--- src/pmmu_pkg.sv ---
// Package for the paging MMU controller: request/result structs, codes, constants.
// No dependencies.
package pmmu_pkg;

  typedef enum logic [2:0] {
    KIND_PORT_WR  = 3'd0,
    KIND_NREG_WR  = 3'd1,
    KIND_NREG_RD  = 3'd2,
    KIND_PORT_RD  = 3'd3,
    KIND_XLATE_RD = 3'd4,
    KIND_XLATE_WR = 3'd5
  } kind_e;

  localparam logic [7:0] PORT_7FFD = 8'd0;
  localparam logic [7:0] PORT_DFFD = 8'd1;
  localparam logic [7:0] PORT_1FFD = 8'd2;
  localparam logic [7:0] PORT_EFF7 = 8'd3;
  localparam logic [7:0] PORT_DFFD_RB = 8'd4;

  localparam logic [7:0] NR_CFG_ROM  = 8'h04;
  localparam logic [7:0] NR_LOCK     = 8'h08;
  localparam logic [7:0] NR_SHADOW   = 8'h69;
  localparam logic [7:0] NR_ALT_ROM  = 8'h8c;
  localparam logic [7:0] NR_PORT_MAP = 8'h8e;
  localparam logic [7:0] NR_PAGING   = 8'h8f;

  localparam logic [0:0] CFG_MACHINE = 1'd0;
  localparam logic [0:0] CFG_CONFIG  = 1'd1;

  localparam logic [1:0] MACH_48K = 2'd1;
  localparam logic [1:0] MACH_P3  = 2'd3;

  localparam logic [20:0] RAM_BASE   = 21'h040000;
  localparam logic [20:0] ALT_ROM_LO = 21'h018000;
  localparam logic [20:0] ALT_ROM_HI = 21'h01c000;
  localparam logic [7:0]  RAM_PAGES  = 8'd224;

  typedef struct packed {
    logic [2:0]  kind;
    logic [7:0]  reg_req;
    logic [7:0]  value;
    logic [15:0] address;
  } req_t;

  typedef struct packed {
    logic [7:0]  read_value;
    logic [20:0] physical_offset;
    logic        access_ok;
    logic        write_accepted;
    logic [1:0]  selected_rom;
    logic [6:0]  ram_bank_16k;
    logic        shadow_screen;
  } rsp_t;

  typedef struct packed {
    logic [7:0] p7ffd;
    logic [4:0] pdffd;
    logic       dffd_b6;
    logic [7:0] p1ffd;
    logic [3:0] peff7;
    logic [7:0] alt_rom;
    logic [6:0] cfg_bank;
    logic [7:0] pmode;
  } ports_t;

  function automatic logic [6:0] bank16(input ports_t s);
    logic m1024;
    m1024 = (s.pmode[1:0] == 2'd3) && !s.peff7[2];
    if (s.pmode[1:0] == 2'd2 || m1024)
      bank16 = {1'b0, m1024 & s.p7ffd[5], s.p7ffd[7:6], s.p7ffd[2:0]};
    else
      bank16 = {s.pdffd[3:0], s.p7ffd[2:0]};
  endfunction

  function automatic logic [2:0] rom_sel(input ports_t s, input logic [1:0] mt);
    logic l1, l0, r;
    l1 = s.alt_rom[5];
    l0 = s.alt_rom[4];
    r  = s.p7ffd[4];
    if (mt == MACH_48K)      rom_sel = {2'd0, !(!l1 && l0)};
    else if (mt == MACH_P3) begin
      if (l1 | l0) rom_sel = {l1, l0, l1};
      else         rom_sel = {s.p1ffd[2], r, r};
    end else if (l1 | l0) rom_sel = {1'b0, l1, l1};
    else                  rom_sel = {1'b0, r, r};
  endfunction

endpackage

--- src/pmmu_state.sv ---
// Paging state: ports, next registers and slot MMU; applies writes, reloads slots.
// Depends on pmmu_pkg.
module pmmu_state (
  input  logic                clk_i,
  input  logic                rst_ni,
  input  logic                we_i,
  input  pmmu_pkg::req_t      req_i,
  output pmmu_pkg::ports_t    pre_o,
  output logic [7:0]          mmu_pre_o [8],
  output pmmu_pkg::ports_t    ports_o,
  output logic [7:0]          mmu_o [8],
  output logic                acc_o
);
  import pmmu_pkg::*;

  ports_t     s_q, s_d;
  logic [7:0] m_q [8];
  logic [7:0] m_d [8];
  logic       reload, ram_chg, spec_old;
  logic [7:0] v;
  logic [6:0] b;
  logic       b2, b1;
  logic [7:0] hi, up;

  assign v = req_i.value;

  always_comb begin
    s_d = s_q;
    m_d = m_q;
    acc_o = 1'b0;
    reload = 1'b0;
    ram_chg = 1'b1;
    spec_old = 1'b0;
    if (we_i && req_i.kind == KIND_PORT_WR) begin
      if (req_i.reg_req == PORT_EFF7) begin
        s_d.peff7 = {v[3:2], 2'b00};
        reload = 1'b1;
        acc_o = 1'b1;
      end else if (req_i.reg_req <= PORT_1FFD &&
                   (((s_q.pmode[1:0] == 2'd3) && !s_q.peff7[2]) || !s_q.p7ffd[5])) begin
        acc_o = 1'b1;
        reload = 1'b1;
        case (req_i.reg_req)
          PORT_7FFD: s_d.p7ffd = v;
          PORT_DFFD: begin
            s_d.pdffd = v[4:0];
            s_d.dffd_b6 = v[6];
          end
          default: begin
            spec_old = s_q.p1ffd[0];
            s_d.p1ffd = v;
          end
        endcase
      end
    end else if (we_i && req_i.kind == KIND_NREG_WR) begin
      if (req_i.reg_req[7:3] == 5'b01010) m_d[req_i.reg_req[2:0]] = v;
      else case (req_i.reg_req)
        NR_CFG_ROM: s_d.cfg_bank = v[6:0];
        NR_LOCK:    if (v[7]) s_d.p7ffd[5] = 1'b0;
        NR_SHADOW:  s_d.p7ffd[3] = v[6];
        NR_ALT_ROM: s_d.alt_rom = v;
        NR_PORT_MAP: begin
          spec_old = s_q.p1ffd[0];
          if (v[3]) begin
            s_d.p7ffd[2:0] = v[6:4];
            s_d.pdffd = {s_q.pdffd[4], 3'b000, v[7]};
          end
          if (!v[2]) s_d.p7ffd[4] = v[0];
          s_d.p1ffd[2:0] = {v[1], v[0], v[2]};
          ram_chg = v[3];
          reload = 1'b1;
        end
        NR_PAGING: begin
          s_d.pmode = v;
          reload = 1'b1;
        end
        default: ;
      endcase
    end
    b  = bank16(s_d);
    b2 = s_d.p1ffd[2];
    b1 = s_d.p1ffd[1];
    hi = {4'd0, b2 | b1, 3'd0};
    up = {4'd0, !b2 & b1, 3'd0};
    if (reload) begin
      if (s_d.p1ffd[0]) begin
        m_d[0] = hi;
        m_d[1] = hi | 8'd1;
        m_d[2] = hi | {5'd0, b2 & b1, 2'd2};
        m_d[3] = hi | {5'd0, b2 & b1, 2'd3};
        m_d[4] = hi | 8'd4;
        m_d[5] = hi | 8'd5;
        m_d[6] = up | 8'd6;
        m_d[7] = up | 8'd7;
      end else begin
        m_d[0] = s_d.peff7[3] ? 8'h00 : 8'hff;
        m_d[1] = s_d.peff7[3] ? 8'h01 : 8'hff;
        if (spec_old) begin
          m_d[2] = 8'h0a;
          m_d[3] = 8'h0b;
          m_d[4] = 8'h04;
          m_d[5] = 8'h05;
        end
        if (spec_old || ram_chg) begin
          m_d[6] = {b, 1'b0};
          m_d[7] = {b, 1'b1};
        end
      end
    end
  end

  always_ff @(posedge clk_i or negedge rst_ni) begin
    if (!rst_ni) begin
      s_q <= '0;
      m_q[0] <= 8'hff; m_q[1] <= 8'hff; m_q[2] <= 8'h0a; m_q[3] <= 8'h0b;
      m_q[4] <= 8'h04; m_q[5] <= 8'h05; m_q[6] <= 8'h00; m_q[7] <= 8'h01;
    end else begin
      s_q <= s_d;
      m_q <= m_d;
    end
  end

  assign pre_o = s_q;
  assign mmu_pre_o = m_q;
  assign ports_o = s_d;
  assign mmu_o = m_d;
endmodule

--- src/pmmu_xlate.sv ---
// Read-back and address translation against the current paging state.
// Depends on pmmu_pkg.
module pmmu_xlate (
  input  pmmu_pkg::req_t    req_i,
  input  pmmu_pkg::ports_t  pre_i,
  input  logic [7:0]        mmu_i [8],
  input  pmmu_pkg::ports_t  post_i,
  input  logic [7:0]        mmu_post_i [8],
  input  logic              acc_i,
  input  logic [1:0]        mach_i,
  input  logic              cfg_mode_i,
  output pmmu_pkg::rsp_t    rsp_o
);
  import pmmu_pkg::*;

  logic [2:0]  slot;
  logic [12:0] low;
  logic [7:0]  page;
  logic [2:0]  rs, rs_post;
  logic [20:0] rom_off, alt_off, off;
  logic        ok, wr;
  logic [7:0]  rd, r8e;

  always_comb begin
    slot = req_i.address[15:13];
    low  = req_i.address[12:0];
    page = mmu_i[slot];
    wr   = (req_i.kind == KIND_XLATE_WR);
    rs   = rom_sel(pre_i, mach_i);
    rs_post = rom_sel(post_i, mach_i);
    rom_off = {5'd0, rs[2:1], slot[0], low};
    alt_off = (rs[0] ? ALT_ROM_HI : ALT_ROM_LO) | {7'd0, slot[0], low};
    off = '0;
    ok = 1'b0;
    if (page < RAM_PAGES) begin
      off = RAM_BASE + {page, low};
      ok = 1'b1;
    end else if (slot <= 3'd1 && cfg_mode_i) begin
      off = {pre_i.cfg_bank, slot[0], low};
      ok = 1'b1;
    end else if (slot > 3'd1 || !pre_i.alt_rom[7]) begin
      if (!wr) begin off = rom_off; ok = 1'b1; end
    end else if (pre_i.alt_rom[6]) begin
      off = wr ? alt_off : rom_off;
      ok = 1'b1;
    end else if (!wr) begin
      off = alt_off;
      ok = 1'b1;
    end
    if (req_i.kind != KIND_XLATE_RD && !wr) begin
      off = '0;
      ok = 1'b0;
    end

    r8e = {pre_i.pdffd[0], pre_i.p7ffd[2:0], 1'b1, pre_i.p1ffd[0], pre_i.p1ffd[2],
           (pre_i.p7ffd[4] & !pre_i.p1ffd[0]) | (pre_i.p1ffd[1] & pre_i.p1ffd[0])};
    rd = '0;
    if (req_i.kind == KIND_NREG_RD) begin
      if (req_i.reg_req[7:3] == 5'b01010) rd = mmu_post_i[req_i.reg_req[2:0]];
      else case (req_i.reg_req)
        NR_CFG_ROM:  rd = {1'b0, pre_i.cfg_bank};
        NR_ALT_ROM:  rd = pre_i.alt_rom;
        NR_PORT_MAP: rd = r8e;
        NR_PAGING:   rd = pre_i.pmode;
        default:     rd = '0;
      endcase
    end else if (req_i.kind == KIND_PORT_RD) begin
      case (req_i.reg_req)
        PORT_7FFD:    rd = pre_i.p7ffd;
        PORT_DFFD:    rd = {3'd0, pre_i.pdffd};
        PORT_1FFD:    rd = pre_i.p1ffd;
        PORT_EFF7:    rd = {4'd0, pre_i.peff7};
        PORT_DFFD_RB: rd = {1'b0, pre_i.dffd_b6, 1'b0, pre_i.pdffd};
        default:      rd = '0;
      endcase
    end

    rsp_o.read_value      = rd;
    rsp_o.physical_offset = off;
    rsp_o.access_ok       = ok;
    rsp_o.write_accepted  = acc_i;
    rsp_o.selected_rom    = rs_post[2:1];
    rsp_o.ram_bank_16k    = bank16(post_i);
    rsp_o.shadow_screen   = post_i.p7ffd[3];
  end
endmodule

--- src/paging_mmu_controller_top.sv ---
// Top level of the paging MMU controller: input register, state, translation, result register.
// Depends on pmmu_pkg, pmmu_state, pmmu_xlate.
//
//  channel | signals                       | direction
//  request | req_valid_i req_ready_o req_i | in
//  result  | rsp_valid_o rsp_ready_i rsp_o | out
//  config  | cfg_we_i cfg_idx_i cfg_data_i | in
//
// A request is registered on accept; its result is registered in the output register once
// that is free or taken. One request per cycle sustained while results are taken. State updates
// as the result is registered. Reset clears all ports and loads the default slot map. A stalled
// result holds the pipeline; a bubble in either register is filled.
module paging_mmu_controller_top (
  input  logic             clk_i,
  input  logic             rst_ni,
  input  logic             req_valid_i,
  output logic             req_ready_o,
  input  pmmu_pkg::req_t   req_i,
  output logic             rsp_valid_o,
  input  logic             rsp_ready_i,
  output pmmu_pkg::rsp_t   rsp_o,
  input  logic             cfg_we_i,
  input  logic             cfg_idx_i,
  input  logic [1:0]       cfg_data_i
);
  import pmmu_pkg::*;

  logic       in_vld_q, out_vld_q, adv;
  req_t       in_q;
  rsp_t       out_q, rsp_d;
  logic [1:0] mach_q;
  logic       cfgm_q;
  ports_t     pre_s, post_s;
  logic [7:0] mmu_pre [8];
  logic [7:0] mmu_post [8];
  logic       acc;

  assign adv = in_vld_q && (!out_vld_q || rsp_ready_i);
  assign req_ready_o = !in_vld_q || adv;

  pmmu_state u_state (
    .clk_i, .rst_ni, .we_i(adv), .req_i(in_q),
    .pre_o(pre_s), .mmu_pre_o(mmu_pre),
    .ports_o(post_s), .mmu_o(mmu_post), .acc_o(acc)
  );

  pmmu_xlate u_xlate (
    .req_i(in_q), .pre_i(pre_s), .mmu_i(mmu_pre), .post_i(post_s),
    .mmu_post_i(mmu_post), .acc_i(acc), .mach_i(mach_q), .cfg_mode_i(cfgm_q),
    .rsp_o(rsp_d)
  );

  always_ff @(posedge clk_i or negedge rst_ni) begin
    if (!rst_ni) begin
      in_vld_q  <= 1'b0;
      out_vld_q <= 1'b0;
      mach_q    <= MACH_P3;
      cfgm_q    <= 1'b0;
    end else begin
      if (req_ready_o) in_vld_q <= req_valid_i;
      if (adv) out_vld_q <= 1'b1;
      else if (rsp_ready_i) out_vld_q <= 1'b0;
      if (cfg_we_i && cfg_idx_i == CFG_MACHINE) mach_q <= cfg_data_i;
      if (cfg_we_i && cfg_idx_i == CFG_CONFIG) cfgm_q <= cfg_data_i[0];
    end
  end

  always_ff @(posedge clk_i) begin
    if (req_valid_i && req_ready_o) in_q <= req_i;
    if (adv) out_q <= rsp_d;
  end

  assign rsp_valid_o = out_vld_q;
  assign rsp_o = out_q;
endmodule

--- config.mk ---
export PLATFORM = sky130hd
export DESIGN_NAME = paging_mmu_controller_top
export DESIGN_NICKNAME = d
export VERILOG_FILES = /design/src/pmmu_pkg.sv /design/src/pmmu_state.sv /design/src/pmmu_xlate.sv /design/src/paging_mmu_controller_top.sv
export SDC_FILE = /design/constraint.sdc
export NUM_CORES = 1
export LEC_CHECK = 0
export BUFFER_PORTS_ARGS = -buffer_cell sky130_fd_sc_hd__buf_2
export CAP_MARGIN = 25
export CORE_MARGIN = 4
export CORE_UTILIZATION = 37
export CTS_BUF_LIST = sky130_fd_sc_hd__clkbuf_2 sky130_fd_sc_hd__clkbuf_4 sky130_fd_sc_hd__clkbuf_8
export DETAILED_ROUTE_END_ITERATION = 12
export HOLD_SLACK_MARGIN = 0.06
export SYNTH_ARGS = -nofsm -noshare
export SYNTH_HDL_FRONTEND = slang
export SYNTH_SLANG_ARGS = --single-unit
--- constraint.sdc ---
create_clock -name clk_i -period 5.65 [get_ports clk_i]
set_input_delay 0.565 -clock clk_i [delete_from_list [all_inputs] [get_ports clk_i]]
set_output_delay 0.565 -clock clk_i [all_outputs]
set_load 0.1 [all_outputs]
Word level (Yosys, flattened, before mapping)
Cells that the tools add are included.
{"block": "word_totals", "register_bits": 192, "in_bits": 43, "out_inout_bits": 43, "wordCells": 213}
{"block": "classes", "addsub": 1, "magnitude_cmp": 7, "eq_ne": 20, "muxes": 91, "bitwise": 19, "n_reduce_logical": 40}
{"op": "$mux 64", "n": 5}
{"op": "$mux 21", "n": 9}
{"op": "$mux 8", "n": 15}
{"op": "$bwmux 64", "n": 1}
{"op": "$bmux 8 s3", "n": 2}
{"op": "$mux 22", "n": 2}
{"op": "$pmux 8 s5", "n": 1}
{"op": "$mux 11", "n": 3}
{"op": "$mux 16", "n": 2}
{"op": "$mux 32", "n": 1}
{"op": "$pmux 8 s4", "n": 1}
{"op": "$mux 1", "n": 29}
{"op": "$mux 3", "n": 9}
{"op": "$demux 8 s3", "n": 1}
{"op": "$eq 8x8->1 const B", "n": 3}
{"op": "$add 19x21->21 const A", "n": 1}
{"op": "$or 21x14->21", "n": 1}
{"op": "$reduce_and 4->1", "n": 5}
{"op": "$eq 8x2->1 const B", "n": 2}
{"op": "$mux 15", "n": 1}
{"op": "$mux 7", "n": 2}
{"op": "$logic_and 1x1->1", "n": 13}
{"op": "$mux 6", "n": 2}
{"op": "$logic_not 1->1", "n": 11}
{"op": "other kinds (29)", "n": 56}

Longest topological paths before layout
{"block": "depth", "ltp_word": 18, "ltp_mapped": 12, "mapped_depth_nobuf": 9}

By module
Synthesis repeated with hierarchy kept, for this count alone.
{"block": "hier_totals", "hier_cells": 797, "area_unflattened_um2": 10052.1}
{"module": "pmmu_state", "instances": 1, "cells_each": 449, "area_each_um2": 5323.9}
{"module": "paging_mmu_controller_top", "instances": 1, "cells_each": 92, "area_each_um2": 2503.7}
{"module": "pmmu_xlate", "instances": 1, "cells_each": 256, "area_each_um2": 2224.6}

Worst setup path after synthesis
No wires, ideal clock.
{"block": "synth_timing", "path_type": "register to register", "from": "register out_vld_q, in the netlist rsp_valid_o", "to": "register out_q (netlist bit rsp_o[33]) (data pin)", "setup_time_ps": 261, "t_arrival_ps": 2971, "t_required_ps": 5389, "path_slack_ps": 2419, "path_stages_with_launch": 10, "n_path_buf": 1, "synth_period_minus_slack_ps": 3231, "path_cell_list": "dfrtp_1 nand2b_1 nand3_1 clkbuf_1 nor3_1 a311oi_2 a21o_1 nand2_1 mux2_2 a221o_1"}
{"item": "from (decl)", "line_no": "paging_mmu_controller_top.sv:28", "rtl": "logic in_vld_q, out_vld_q, adv;"}
{"item": "from (signal assigned)", "line_no": "paging_mmu_controller_top.sv:56", "rtl": "out_vld_q <= 1'b0;"}
{"item": "from (signal assigned)", "line_no": "paging_mmu_controller_top.sv:61", "rtl": "if (adv) out_vld_q <= 1'b1;"}
{"item": "from (signal assigned)", "line_no": "paging_mmu_controller_top.sv:62", "rtl": "else if (rsp_ready_i) out_vld_q <= 1'b0;"}
{"item": "to (signal assigned)", "line_no": "paging_mmu_controller_top.sv:70", "rtl": "if (adv) out_q <= rsp_d;"}
{"item": "to (decl)", "line_no": "paging_mmu_controller_top.sv:30", "rtl": "rsp_t out_q, rsp_d;"}

==> run_results.csv <==
group,metric,value,unit
setup_path,max_stage_delay,860,ps
floorplan,die_y,172,um
yosys,synth_fp_nets,975,
setup_path,ff2ff_setup_slack,1540,ps
hold_path,hp-class,"in2async",
yosys,synthesis.area,10000,um^2
power,total_power,0.00293,W
yosys,synth-seq-cells,192,
floorplan,die_w,172,um
timing,max_slew.worst_pin.slew,1040,ps
place,numPlacedInstances,1312,
setup_path,end_kind,"flip-flop",
yosys,ys_seq_area_frac,0.522,
drt,ant_nets,0,
setup_path,r2r_cells,8,
timing,setup_slack,1540,ps
setup_path,cp_slowest_cell,"edfxtp_1",
place,dp_hpwl,24000,um
setup_path,path_cells,"nand4_1, or3_4, nor2_2, o211ai_2, a21oi_2, nor2_1, a2111oi_0, a2bb2oi_1",
cts,cts.path.max_buffers,2,
drt,drc,0,
cts,cts_buffers,17,
place,port_buffers,85,
yosys,synthArstFlopShare,0.604,
drt,via_per_inst,5.99,
yosys,synth_edf_count,76,
yosys,yosys-top-cells-area,"edfxtp_1 (23%), dfrtp_1 (22%), dfstp_2 (7.1%)",
timing,report.final.hold_viol_count,0,
power,vdd_drop_max,111,uV
global_route,grt_max_degree,68,
finish,final_cell_mix,"dfrtp_1 (89), nand2_1 (85), buf_2 (84)",
job,drv_cap,0,
timing,relSlewSlack,0.299,
drt,dr.pass1.iters,5,
timing,setup_viol_count_final,0,
global_route,grt_overflow,0,
outcome,status,"finished, final reports clean",
floorplan,initial_core_util,0.380,
yosys,synth.largest_area_cell,"edfxtp_1",
power,p_per_area,261,nW/um^2
setup_path,path_delay_family,"compound AO/OA/AOI/OAI gates",
global_route,grt_pass1_vias,7905,
setup_path,r2r_start,"in_q[26]",
cts,clock_sinks,192,
finish,syn_to_final_growth,12.3,%
drt,drt_iter0_markers,899,
setup_path,cp_max_fo,21,
yosys,ys.warnings.count,0,
floorplan,num_rows,59,
yosys,synthCells,930,
power,power_leakage,4.82,nW
finish,n_antenna_cell,0,
cts,h-tree-depth,4,
finish,layout.nets,1043,
finish,drive_gt1_frac,0.233,
setup_path,timing.rr.end,"rsp_o[36]",
drt,wl_per_cell,25.0,um
floorplan,dieArea,29700,um^2
cts,post_cts_buffers,0,
setup_path,cp-start-kind,"flip-flop",
timing,fmax,0.243,GHz
cts,cts.repair.resized,0,
cts,cts_tree,"yes",
cts,clkTransAtPathRegs,120,ps
drt,dr_total_vias,8068,
floorplan,core,26400,um^2
place,dpl_worst_slack,1720,ps
setup_path,critPathKind,"reg2reg",
timing,clock_skew,24.1,ps
cts,cts-root-buf,"clkbuf_8",
global_route,grt_use_total,0.230,
timing,period_share,0.728,
yosys,ys.flop_type,"dfrtp_1",
place,globalplace.congestion,1.00,
setup_path,crit_arrival,4370,ps
timing,fin_crit,4110,ps
floorplan,pin_count,86,
yosys,synth_top_area_frac,0.228,
cts,clock_latency,490,ps
timing,slew_viol_final,0,
global_route,antenna_found_initial,1,
yosys,synth_area_per_cell,10.8,um^2
yosys,synth_cell_types,79,
drt,routed_wl,33700,um
timing,rsz0062_at_grt,"false",
setup_path,cp.required,5910,ps
setup_path,critical_path_buf_inv_count,0,
global_route,grt_pass1_wl,50500,um
finish,instances_no_fill,1346,
finish,final_common_cell,"dfrtp_1",
finish,final_core_util,0.426,
timing,setup_tns,0,ps
cts,cts_hold_buf,0,
==> flip-flops by register name, summed over array words and instances (netlist names) <==
| signal | flops |
|---|---|
| u_state.mmu_pre_o | 64 |
| u_state.pre_o | 47 |
| rsp_o | 41 |
| in_q | 35 |
| mach_q | 2 |
| cfgm_q | 1 |
| in_vld_q | 1 |
| rsp_valid_o | 1 |
==> report_power, final <==
group	switching, W	internal (W)	total [W]	leakage (nW)
clock network	0.000607	0.000346	0.000953	0.208
logic	0.000307	0.0000926	0.000400	2.37
registers	0.0000539	0.00153	0.00158	2.24
total	0.000968	0.00196	0.00293	4.82
==> cell type report <==
type | count | area, um^2
Fill cell | 2542 | 15100
Clock buffer | 17 | 234
Sequential cell | 192 | 5220
Inverter | 23 | 86.3
Clock inverter | 15 | 181
Timing Repair Buffer | 106 | 618
Multi-Input combinational cell | 658 | 4470
Tap cell | 335 | 419
==> layer usage <==
| layer | vias up | wire length (um) | global-route usage |
|---|---|---|---|
| met5 | - | 7 | 0 |
| met3 | 68 | 3100 | 0.0594 |
| met4 | 2 | 1160 | 0.0936 |
| met1 | 3999 | 14600 | 0.322 |
| met2 | 407 | 14800 | 0.342 |
| li1 | 3592 | - | - |
==> kinds of logic after synthesis <==
logic type                 Yosys count  synth area share
adders and majority gates            2           0.00250
DFF                                192             0.522
and+or+nand+nor                    306             0.152
AOI/OAI and AO/OA                  230             0.148
xor gates and xnor gates             3           0.00263
muxes                              117             0.141
buffers and inverters               80            0.0313
==> worst max-delay path by stage <==
stage	start	to	slack (ps)	depth (start not counted)
final	in_q[26]	rsp_o[36]	1540	8
after global routing	in_q[26]	rsp_o[36]	1370	8
after CTS	in_q[26]	rsp_o[36]	1660	8
after detailed placement	in_q[26]	rsp_o[36]	1720	8
after global placement	in_q[26]	rsp_o[36]	1750	8
after floorplan	rsp_valid_o	rsp_o[33]	2420	9
==> Yosys cell counts, types with 3 or more instances <==
master,count
nor3_1,18
a22oi_1,22
nand2_1,85
buf_1,10
nand3b_1,4
or3_1,7
o211ai_1,13
and2_1,18
buf_2,10
o221ai_1,3
o21ai_1,4
a31oi_1,7
nand3_1,28
clkbuf_1,37
or2_2,4
dfrtp_1,89
a21oi_1,72
a21o_1,3
o21ai_0,44
nor2_1,80
nand4b_1,6
a2111oi_0,3
and3_1,6
nor2b_1,10
nand2b_1,8
mux2_2,31
nand4_1,9
o21a_1,4
a211oi_1,11
nor3b_1,3
edfxtp_1,76
a2bb2oi_1,3
inv_1,20
dfstp_2,27
mux4_2,16
nor4_1,5
o22ai_1,7
mux2i_1,70
==> through the flow <==
stage	hold WS, ps	area, um^2
floorplan	269	10000
CTS	206	11200
global placement	467	10800
detailed placement	474	10800
global route	208	11200
finish	189	11200
Note: power is estimated with default switching activity, not from simulation.
